==> src/hw/rtl/cma_pkg.sv <==
// Package for the circular mean accumulator: item types, fixed-point constants,
// CORDIC arctangent table. No dependencies.
package cma_pkg;

    localparam int COUNT_BITS_DEF   = 20;
    localparam int TRIG_BITS_DEF    = 16;
    localparam int CORDIC_STEPS_DEF = 16;

    localparam int VEC_FRAC  = 30;
    localparam int TABLE_LEN = 24;
    localparam int ZW        = 36;   // CORDIC angle width, degrees * 2^24
    localparam int VW        = 34;   // CORDIC vector width, Q30 plus headroom

    localparam logic signed [VW-1:0] GAIN_Q30 = 34'sd652032874;
    localparam logic signed [ZW-1:0] DEG90  = 36'sd1509949440;
    localparam logic signed [ZW-1:0] DEG180 = 36'sd3019898880;
    localparam logic signed [ZW-1:0] DEG360 = 36'sd6039797760;
    localparam logic [24:0] FULL_TURN_Q16 = 25'd23592960;

    localparam logic CMD_ADD   = 1'b0;
    localparam logic CMD_CLEAR = 1'b1;

    typedef struct packed {
        logic              cmd;
        logic signed [31:0] angle_deg;
    } in_item_t;

    typedef struct packed {
        logic [19:0] sample_count;
        logic        mean_valid;
        logic [24:0] mean_angle;
        logic        count_full;
    } out_item_t;

    function automatic logic signed [ZW-1:0] atan_lut(input logic [4:0] i);
        logic signed [ZW-1:0] r;
        begin
            unique case (i)
                5'd0: r = 36'sd754974720;   5'd1: r = 36'sd445687602;
                5'd2: r = 36'sd235489088;   5'd3: r = 36'sd119537938;
                5'd4: r = 36'sd60000934;    5'd5: r = 36'sd30029717;
                5'd6: r = 36'sd15018523;    5'd7: r = 36'sd7509720;
                5'd8: r = 36'sd3754917;     5'd9: r = 36'sd1877466;
                5'd10: r = 36'sd938734;     5'd11: r = 36'sd469367;
                5'd12: r = 36'sd234684;     5'd13: r = 36'sd117342;
                5'd14: r = 36'sd58671;      5'd15: r = 36'sd29335;
                5'd16: r = 36'sd14668;      5'd17: r = 36'sd7334;
                5'd18: r = 36'sd3667;       5'd19: r = 36'sd1833;
                5'd20: r = 36'sd917;        5'd21: r = 36'sd458;
                5'd22: r = 36'sd229;        5'd23: r = 36'sd115;
                default: r = '0;
            endcase
            return r;
        end
    endfunction

endpackage

==> src/hw/rtl/circular_mean_accumulator.sv <==
// Top level of the circular mean accumulator: front queue plus back-end
// CORDIC engine. Depends on cma_pkg, cma_front, cma_back.
//
// Usage: items enter on s_valid/s_ready/s_item (cmd, angle_deg Q16.16) and
// one result per item leaves on m_valid/m_ready/m_item (sample_count,
// mean_valid, mean_angle Q9.16, count_full). cmd CLEAR zeroes the count and
// sums; an add with a saturated count is ignored and flagged count_full.
// A two-entry queue takes items while the back end works.
// An add item passes the queue, the modulo reduction, the CORDIC rotation
// steps, the normalize shifts, the CORDIC vectoring steps and the output
// register; the vectoring is skipped when the sums cancel. A saturated add
// skips the modulo reduction and rotation, and a clear goes straight to output.
// One shared CORDIC datapath sets the rate: the back end takes the next item
// the cycle after its result is accepted.
// Reset (aresetn low, synchronous) clears count, sums, queue and output.
// A stalled receiver holds the result; the back end waits until it is taken
// and the queue then fills and deasserts s_ready.
module circular_mean_accumulator
    import cma_pkg::*;
#(
    parameter int COUNT_BITS   = COUNT_BITS_DEF,
    parameter int TRIG_BITS    = TRIG_BITS_DEF,
    parameter int CORDIC_STEPS = CORDIC_STEPS_DEF
) (
    input  logic      aclk,
    input  logic      aresetn,
    input  logic      s_valid,
    output logic      s_ready,
    input  in_item_t  s_item,
    output logic      m_valid,
    input  logic      m_ready,
    output out_item_t m_item
);
    logic     q_valid, q_ready;
    in_item_t q_item;

    cma_front u_front (
        .aclk, .aresetn, .s_valid, .s_ready, .s_item,
        .q_valid, .q_ready, .q_item
    );

    cma_back #(
        .COUNT_BITS(COUNT_BITS), .TRIG_BITS(TRIG_BITS), .CORDIC_STEPS(CORDIC_STEPS)
    ) u_back (
        .aclk, .aresetn, .q_valid, .q_ready, .q_item,
        .m_valid, .m_ready, .m_item
    );
endmodule

==> src/hw/rtl/cma_front.sv <==
// Front end: two-entry queue toward the back end that zeroes the angle of
// clear items as they enter. Depends on cma_pkg.
module cma_front
    import cma_pkg::*;
(
    input  logic     aclk,
    input  logic     aresetn,
    input  logic     s_valid,
    output logic     s_ready,
    input  in_item_t s_item,
    output logic     q_valid,
    input  logic     q_ready,
    output in_item_t q_item
);
    in_item_t   mem_reg [2];
    logic       wp_reg, rp_reg;
    logic [1:0] cnt_reg;
    logic       push, pop;

    assign s_ready = (cnt_reg != 2'd2);
    assign push    = s_valid && s_ready;
    assign q_valid = (cnt_reg != 2'd0);
    assign pop     = q_valid && q_ready;
    assign q_item  = mem_reg[rp_reg];

    always_ff @(posedge aclk) begin
        if (push) begin
            mem_reg[wp_reg].cmd       <= s_item.cmd;
            mem_reg[wp_reg].angle_deg <= s_item.cmd ? 32'sd0 : s_item.angle_deg;
        end
        if (!aresetn) begin
            wp_reg  <= 1'b0;
            rp_reg  <= 1'b0;
            cnt_reg <= 2'd0;
        end else begin
            if (push) wp_reg <= ~wp_reg;
            if (pop)  rp_reg <= ~rp_reg;
            cnt_reg <= cnt_reg + {1'b0, push} - {1'b0, pop};
        end
    end
endmodule

==> src/hw/rtl/cma_back.sv <==
// Back end: modulo reduction, shared iterative CORDIC (rotation then
// vectoring), accumulators and output register. Depends on cma_pkg.
module cma_back
    import cma_pkg::*;
#(
    parameter int COUNT_BITS   = COUNT_BITS_DEF,
    parameter int TRIG_BITS    = TRIG_BITS_DEF,
    parameter int CORDIC_STEPS = CORDIC_STEPS_DEF
) (
    input  logic      aclk,
    input  logic      aresetn,
    input  logic      q_valid,
    output logic      q_ready,
    input  in_item_t  q_item,
    output logic      m_valid,
    input  logic      m_ready,
    output out_item_t m_item
);
    localparam int SW = COUNT_BITS + TRIG_BITS + 1;
    localparam int NSTEP = (CORDIC_STEPS < TABLE_LEN) ? CORDIC_STEPS : TABLE_LEN;
    localparam int SH = VEC_FRAC - (TRIG_BITS - 1);
    localparam int NW = (SW > VW) ? SW + 1 : VW + 1;
    localparam logic [COUNT_BITS-1:0] COUNT_MAX = '1;
    localparam logic signed [VW-1:0] TLIM = VW'((64'sd1 <<< (TRIG_BITS - 1)) - 1);
    localparam logic signed [NW-1:0] ONE_Q30 = NW'(64'sd1 <<< VEC_FRAC);
    localparam logic signed [NW-1:0] HALF_Q30 = NW'(64'sd1 <<< (VEC_FRAC - 1));

    localparam logic [3:0] ST_IDLE = 4'd0, ST_MOD = 4'd1, ST_ROTP = 4'd2,
        ST_ROT = 4'd3, ST_ACC = 4'd4, ST_NSH = 4'd5, ST_VPRE = 4'd6,
        ST_VEC = 4'd7, ST_FIN = 4'd8, ST_OUT = 4'd9;

    logic [3:0]              st_reg, st_next;
    logic [COUNT_BITS-1:0]   cnt_reg;
    logic signed [SW-1:0]    csum_reg, ssum_reg;
    logic signed [39:0]      rem_reg;
    logic [3:0]              mstep_reg;
    logic signed [NW-1:0]    x_reg, y_reg;
    logic signed [ZW-1:0]    z_reg;
    logic [4:0]              it_reg;
    logic                    neg_reg, full_reg, vec_reg;
    logic signed [NW-1:0]    m_reg;
    logic                    mfirst_reg;
    out_item_t               out_reg;
    logic                    out_v_reg;

    logic signed [NW-1:0] dx, dy, ax, ay, mx, mcur;
    logic                 dirp;
    logic signed [VW-1:0] cx, cy, rx, ry;
    logic signed [ZW-1:0] zq, zr, zrot;
    logic signed [39:0]   sub;

    function automatic logic signed [VW-1:0] to_trig(input logic signed [NW-1:0] v);
        logic signed [NW-1:0] r;
        begin
            r = (v + (NW'(1) <<< (SH - 1))) >>> SH;
            if (r > NW'(TLIM)) r = NW'(TLIM);
            if (r < -NW'(TLIM)) r = -NW'(TLIM);
            return VW'(r);
        end
    endfunction

    assign dx   = y_reg >>> it_reg;
    assign dy   = x_reg >>> it_reg;
    assign dirp = vec_reg ? (y_reg >= 0) : (z_reg >= 0);
    assign ax   = x_reg[NW-1] ? -x_reg : x_reg;
    assign ay   = y_reg[NW-1] ? -y_reg : y_reg;
    assign mx   = (ax > ay) ? ax : ay;
    // magnitude is shifted on its own, so a halving rounds down like the vector scaling
    assign mcur = mfirst_reg ? mx : m_reg;
    assign sub  = rem_reg - (40'sd23592960 <<< mstep_reg);
    assign cx   = to_trig(neg_reg ? -x_reg : x_reg);
    assign cy   = to_trig(neg_reg ? -y_reg : y_reg);
    assign rx   = cx;
    assign ry   = cy;
    assign zrot = ZW'(rem_reg) <<< 8;
    assign zq   = (z_reg + ZW'(128)) >>> 8;
    assign zr   = zq[ZW-1] ? zq + ZW'(FULL_TURN_Q16) :
                  (zq >= ZW'(FULL_TURN_Q16) ? zq - ZW'(FULL_TURN_Q16) : zq);

    assign q_ready = (st_reg == ST_IDLE) && !out_v_reg;
    assign m_valid = out_v_reg;
    assign m_item  = out_reg;

    always_comb begin
        st_next = st_reg;
        unique case (st_reg)
            ST_IDLE: if (q_valid && q_ready) begin
                if (q_item.cmd == CMD_CLEAR) st_next = ST_OUT;
                else if (cnt_reg == COUNT_MAX) st_next = ST_NSH;
                else st_next = ST_MOD;
            end
            ST_MOD:  if (mstep_reg == 4'd0) st_next = ST_ROTP;
            ST_ROTP: st_next = ST_ROT;
            ST_ROT:  if (it_reg == 5'(NSTEP - 1)) st_next = ST_ACC;
            ST_ACC:  st_next = ST_NSH;
            ST_NSH:  if (x_reg == 0 && y_reg == 0) st_next = ST_FIN;
                     else if (mcur >= ONE_Q30 || mcur < HALF_Q30) st_next = ST_NSH;
                     else st_next = ST_VPRE;
            ST_VPRE: st_next = ST_VEC;
            ST_VEC:  if (it_reg == 5'(NSTEP - 1)) st_next = ST_FIN;
            ST_FIN:  st_next = ST_OUT;
            ST_OUT:  st_next = ST_IDLE;
            default: st_next = ST_IDLE;
        endcase
    end

    always_ff @(posedge aclk) begin
        if (!aresetn) begin
            st_reg    <= ST_IDLE;
            cnt_reg   <= '0;
            csum_reg  <= '0;
            ssum_reg  <= '0;
            out_v_reg <= 1'b0;
        end else begin
            st_reg <= st_next;
            if (out_v_reg && m_ready) out_v_reg <= 1'b0;
            unique case (st_reg)
                ST_IDLE: if (q_valid && q_ready) begin
                    full_reg   <= (q_item.cmd != CMD_CLEAR) && (cnt_reg == COUNT_MAX);
                    rem_reg    <= 40'(q_item.angle_deg);
                    mstep_reg  <= 4'd12;
                    x_reg      <= NW'(csum_reg);
                    y_reg      <= NW'(ssum_reg);
                    z_reg      <= '0;
                    mfirst_reg <= 1'b1;
                    if (q_item.cmd == CMD_CLEAR) begin
                        cnt_reg  <= '0;
                        csum_reg <= '0;
                        ssum_reg <= '0;
                    end
                end
                ST_MOD: begin
                    if (mstep_reg == 4'd12 && rem_reg < 0)
                        rem_reg <= rem_reg + (40'sd23592960 <<< 7);
                    else if (!sub[39])
                        rem_reg <= sub;
                    if (!(mstep_reg == 4'd12 && rem_reg < 0) && mstep_reg != 4'd0)
                        mstep_reg <= mstep_reg - 4'd1;
                end
                ST_ROTP: begin
                    x_reg   <= NW'(GAIN_Q30);
                    y_reg   <= '0;
                    it_reg  <= '0;
                    vec_reg <= 1'b0;
                    if (zrot > DEG180 && (zrot - DEG360) < -DEG90) begin
                        z_reg   <= zrot - DEG180;
                        neg_reg <= 1'b1;
                    end else if (zrot > DEG180) begin
                        z_reg   <= zrot - DEG360;
                        neg_reg <= 1'b0;
                    end else if (zrot > DEG90) begin
                        z_reg   <= zrot - DEG180;
                        neg_reg <= 1'b1;
                    end else begin
                        z_reg   <= zrot;
                        neg_reg <= 1'b0;
                    end
                end
                ST_ROT, ST_VEC: begin
                    if (dirp) begin
                        x_reg <= vec_reg ? x_reg + dx : x_reg - dx;
                        y_reg <= vec_reg ? y_reg - dy : y_reg + dy;
                        z_reg <= vec_reg ? z_reg + atan_lut(it_reg) : z_reg - atan_lut(it_reg);
                    end else begin
                        x_reg <= vec_reg ? x_reg - dx : x_reg + dx;
                        y_reg <= vec_reg ? y_reg + dy : y_reg - dy;
                        z_reg <= vec_reg ? z_reg - atan_lut(it_reg) : z_reg + atan_lut(it_reg);
                    end
                    it_reg <= it_reg + 5'd1;
                end
                ST_ACC: begin
                    cnt_reg  <= cnt_reg + COUNT_BITS'(1);
                    csum_reg <= csum_reg + SW'(rx);
                    ssum_reg <= ssum_reg + SW'(ry);
                    x_reg    <= NW'(csum_reg + SW'(rx));
                    y_reg    <= NW'(ssum_reg + SW'(ry));
                    z_reg    <= '0;
                end
                ST_NSH: begin
                    if (!(x_reg == 0 && y_reg == 0)) begin
                        if (mcur >= ONE_Q30) begin
                            x_reg <= x_reg >>> 1;
                            y_reg <= y_reg >>> 1;
                            m_reg <= mcur >>> 1;
                        end else if (mcur < HALF_Q30) begin
                            x_reg <= x_reg <<< 1;
                            y_reg <= y_reg <<< 1;
                            m_reg <= mcur <<< 1;
                        end else begin
                            m_reg <= mcur;
                        end
                    end
                    mfirst_reg <= 1'b0;
                    z_reg      <= '0;
                    vec_reg    <= 1'b1;
                    it_reg     <= '0;
                end
                ST_VPRE: if (x_reg < 0) begin
                    x_reg <= -x_reg;
                    y_reg <= -y_reg;
                    z_reg <= DEG180;
                end
                ST_FIN: z_reg <= zr;
                ST_OUT: begin
                    out_v_reg            <= 1'b1;
                    out_reg.sample_count <= 20'(cnt_reg);
                    out_reg.mean_valid   <= (cnt_reg != 0);
                    out_reg.mean_angle   <= (cnt_reg != 0) ? 25'(z_reg) : 25'd0;
                    out_reg.count_full   <= full_reg;
                end
                default: ;
            endcase
        end
    end
endmodule
==> config.mk <==
export PLATFORM = sky130hd
export DESIGN_NAME = circular_mean_accumulator
export DESIGN_NICKNAME = d
export VERILOG_FILES = /design/src/hw/rtl/cma_pkg.sv /design/src/hw/rtl/circular_mean_accumulator.sv /design/src/hw/rtl/cma_front.sv /design/src/hw/rtl/cma_back.sv
export SDC_FILE = /design/constraint.sdc
export NUM_CORES = 2
export LEC_CHECK = 0
export BUFFER_PORTS_ARGS = -buffer_cell sky130_fd_sc_hd__buf_2
export CORE_MARGIN = 2
export CORE_UTILIZATION = 60
export CTS_BUF_LIST = sky130_fd_sc_hd__clkbuf_16
export CTS_CLUSTER_SIZE = 24
export DETAILED_ROUTE_END_ITERATION = 7
export MAX_ROUTING_LAYER = met4
export PLACE_DENSITY = 0.77
export SETUP_SLACK_MARGIN = 0.1
export SLEW_MARGIN = 10
export SYNTH_ARGS = -nofsm -noshare
export SYNTH_HDL_FRONTEND = slang
export SYNTH_MEMORY_MAX_BITS = 65536
export SYNTH_SLANG_ARGS = --single-unit
==> constraint.sdc <==
create_clock -name aclk -period 19.3 [get_ports aclk]
set_clock_uncertainty 0.05 [all_clocks]
set_input_delay 5.79 -clock aclk [delete_from_list [all_inputs] [get_ports aclk]]
set_output_delay 5.79 -clock aclk [all_outputs]
set_load 0.01 [all_outputs]
==> run summary <==
Drt wl/cell: 25.5 microns
H-tree levels: 2
Worst hold path class: reg -> reg
Max Slew Vio Count: 0
Critical Path AT: 10.27 ns
Status: complete, but fails checks
Row cnt: 104
R2R Setup Slk: 9.37 ns
CP top delay family: simple AND/OR/NAND/NOR gates
Worst R2R Start: u_back.x_reg[1]
Remaining Overflow, GRT: 0
CP endpoint kind: flop
Antenna viol nets, final: 0
Final Critical Period: 9.93 ns
GP Congestion: 1.06
Die width: 290 microns
Fin nets: 6531
CP Buf/Inv Count: 1
CTS sink cnt: 450
Post-CTS setup buffer count: 0
Initial antenna violation count: 0
Layout area overhead: 5.48%
Die H: 290 microns
Mapped Area: 0.0490 sq mm
Die area: 0.0839 sq mm
Layer with the highest usage: met2
Hold path cells: 0
Post-synthesis compound-gate area fraction: 23.7%
Max Cap Viol: 0
Multi-input logic area: 0.0342 sq mm
Num ports: 86
Max Freq: 101 MHz
Iter 0 DRT Violations: 7205
Fin crit share: 51.5%
Tot GR Track Use: 43.7%
Setup TNS: 0 ns
Via count: 49660
CTS hold repair buffers: 0
Post-CTS sizing: 0
Syn Inst Count: 6295
Crit start category: flop
Req. time, crit path: 19.64 ns
Antenna diodes: 0
Number of CTS-inserted buffers: 53
Failing checks: DRC
Post-synth ARST share: 0%
Hold Crit Start: u_back.full_reg
Hold Path Sink: u_back.m_item[0]
EDFF count, synth: 316
DR DRC count: 1
Port Buf Inserts: 85
Syn Nets: 6725
Post-DP HPWL: 132000 microns
Synthesis Warnings: 0
Clk root buf: clkbuf_16
FF-to-FF path depth: 31
CTS tree: done
First-pass GRT wire length: 275000 microns
Maximum clock insertion buffer count: 3
Crit-path max FO: 24
Final WL: 183000 microns
Cell variety after synth: 105
Worst-Skew Late Latency: 0.65 ns
Crit-path slowest cell: ha_1
Largest family of logic cells by synthesized area: compound AO/OA/AOI/OAI gates
Core area: 0.0807 sq mm
XOR/XNOR Fraction of Synth Area: 8.28%
Largest net degree at the start of global routing: 121
Setup violators final: 0
Starting Density: 60.7%
RSZ-0062 raised after global routing: false
Post-Synth Adder-Cell Area: 10.2%
Pre-Repair DR Iteration Count: 8
Post-Synth Simple-Gate Area: 21.2%
Final Hold Viols: 0
Mux contribution to synthesized area: 6.02%
M2 GR Usage: 60.3%
Fillcell total: 7251
Register area: 0.0122 sq mm
CTS clk-pin slew, worst paths: 0.07 ns
Seq/Total Area, Yosys: 24.8%
Reg2reg end: u_back.x_reg[35]
Most used flip-flop cell after synthesis: edfxtp_1
#FFs+latches synth: 450
Syn_area_per_cell: 7.78 sq um
Layout cells sized above 1: 7.42%
Slew HR: 20.6%
Slew @ Worst Pin: 1.19 ns
WS Path Type: reg -> reg
Vias in the first global route: 45398
Max incr delay on CP: 0.88 ns
Vias per cell: 6.89
Met1 usage: 58.4%
Max reg flops: 66
Met3 usage: 9.55%
[how the worst max path moves through the flow]
stage,from,to,slack [ns],cells past startpoint
2_1_floorplan,aresetn,u_back.z_reg[0],6.81,3
3_3_place_gp,u_back.x_reg[1],u_back.x_reg[35],9.88,31
3_5_place_dp,u_back.x_reg[1],u_back.x_reg[35],9.71,31
4_1_cts,u_back.x_reg[1],u_back.x_reg[35],9.63,31
5_1_grt,u_back.x_reg[1],u_back.x_reg[35],8.73,30
6_report,u_back.x_reg[1],u_back.x_reg[35],9.37,31
[final cells by class]
| cell class | instances | area share [%] |
|---|---|---|
| clock buffer | 53 | 2.57 |
| multi-input combinational | 5116 | 66.1 |
| inverter | 290 | 2.11 |
| timing repair buffer | 190 | 2.37 |
| clock inverter | 47 | 0.710 |
| tap | 1060 | 2.57 |
| sequential | 450 | 23.6 |
[kinds of logic (layout without fill, tap and decap cells)]
| logic type | after synthesis | in the layout |
|---|---|---|
| adder cells (fa/ha/maj) | 393 | 393 |
| XOR/XNOR | 463 | 463 |
| flip-flops | 450 | 450 |
| multiplexers | 248 | 248 |
| AND/OR/NAND/NOR | 2199 | 2199 |
| buffers and inverters | 729 | 580 |
| AO/OA/AOI/OAI | 1813 | 1813 |
[synthesized netlist by cell type, types with 31 or more instances]
library cell	number	share of area, %
a31oi_1	72	0.92
a21o_1	79	1.2
nor4_1	53	0.68
a221oi_1	44	0.79
o21ai_0	454	4.6
and3_1	47	0.60
clkbuf_1	356	2.7
o221ai_1	31	0.55
nor2b_1	91	1.2
nand3_1	153	1.6
o21a_1	73	1.1
o22ai_1	38	0.49
nand2b_1	66	0.84
nand2_1	702	5.4
or3_1	74	0.95
edfxtp_1	316	19
o211ai_1	64	0.98
a21oi_1	496	5.1
mux4_2	33	1.5
dfxtp_1	134	5.5
a211oi_1	66	1.0
xor2_1	150	2.7
and2_1	55	0.70
o31ai_1	50	0.77
ha_1	385	9.8
a22oi_1	40	0.61
mux2_2	43	0.99
nor2_1	584	4.5
buf_1	52	0.40
nor3_1	182	1.9
inv_1	278	2.1
xnor2_1	313	5.6
nand4_1	70	0.89
o21bai_1	37	0.57
mux2i_1	172	3.5
[placed cells by master (no fill, tap or decap), types with 55 or more instances in the layout]
cell type  synthesis  layout
a211oi_1          66      66
a21o_1            79      78
a21oi_1          496     494
a31oi_1           72      71
and2_1            55      55
buf_2             24      85
buf_4              3     104
dfxtp_1          134     133
edfxtp_1         316     316
ha_1             385     385
inv_1            278     288
mux2i_1          172     167
nand2_1          702     702
nand2b_1          66      66
nand3_1          153     152
nand4_1           70      70
nor2_1           584     576
nor2b_1           91      91
nor3_1           182     177
o211ai_1          64      64
o21a_1            73      73
o21ai_0          454     454
or3_1             74      74
xnor2_1          313     313
xor2_1           150     150
[stage by stage]
step	cell area [sq um]	instances	setup slack, ns	hold slack [ns]	util, %
2_1_floorplan	49000	6295	6.81	0.350	-
3_3_place_gp	50000	7106	9.88	0.352	61.9
3_5_place_dp	50000	7106	9.71	0.358	61.9
4_1_cts	51700	7206	9.63	0.371	64.0
5_1_grt	51700	7206	8.73	0.391	64.0
6_report	51700	7206	9.37	0.376	64.0
[routing by layer]
layer	vias up	part of all wire (%)
li1	22494	-
met2	3261	40
met5	-	0
met1	23181	40
met4	0	7.3
met3	724	12
Power is not shown: default switching activity piles up to over one toggle a cycle in this logic, so the estimate is an artifact.
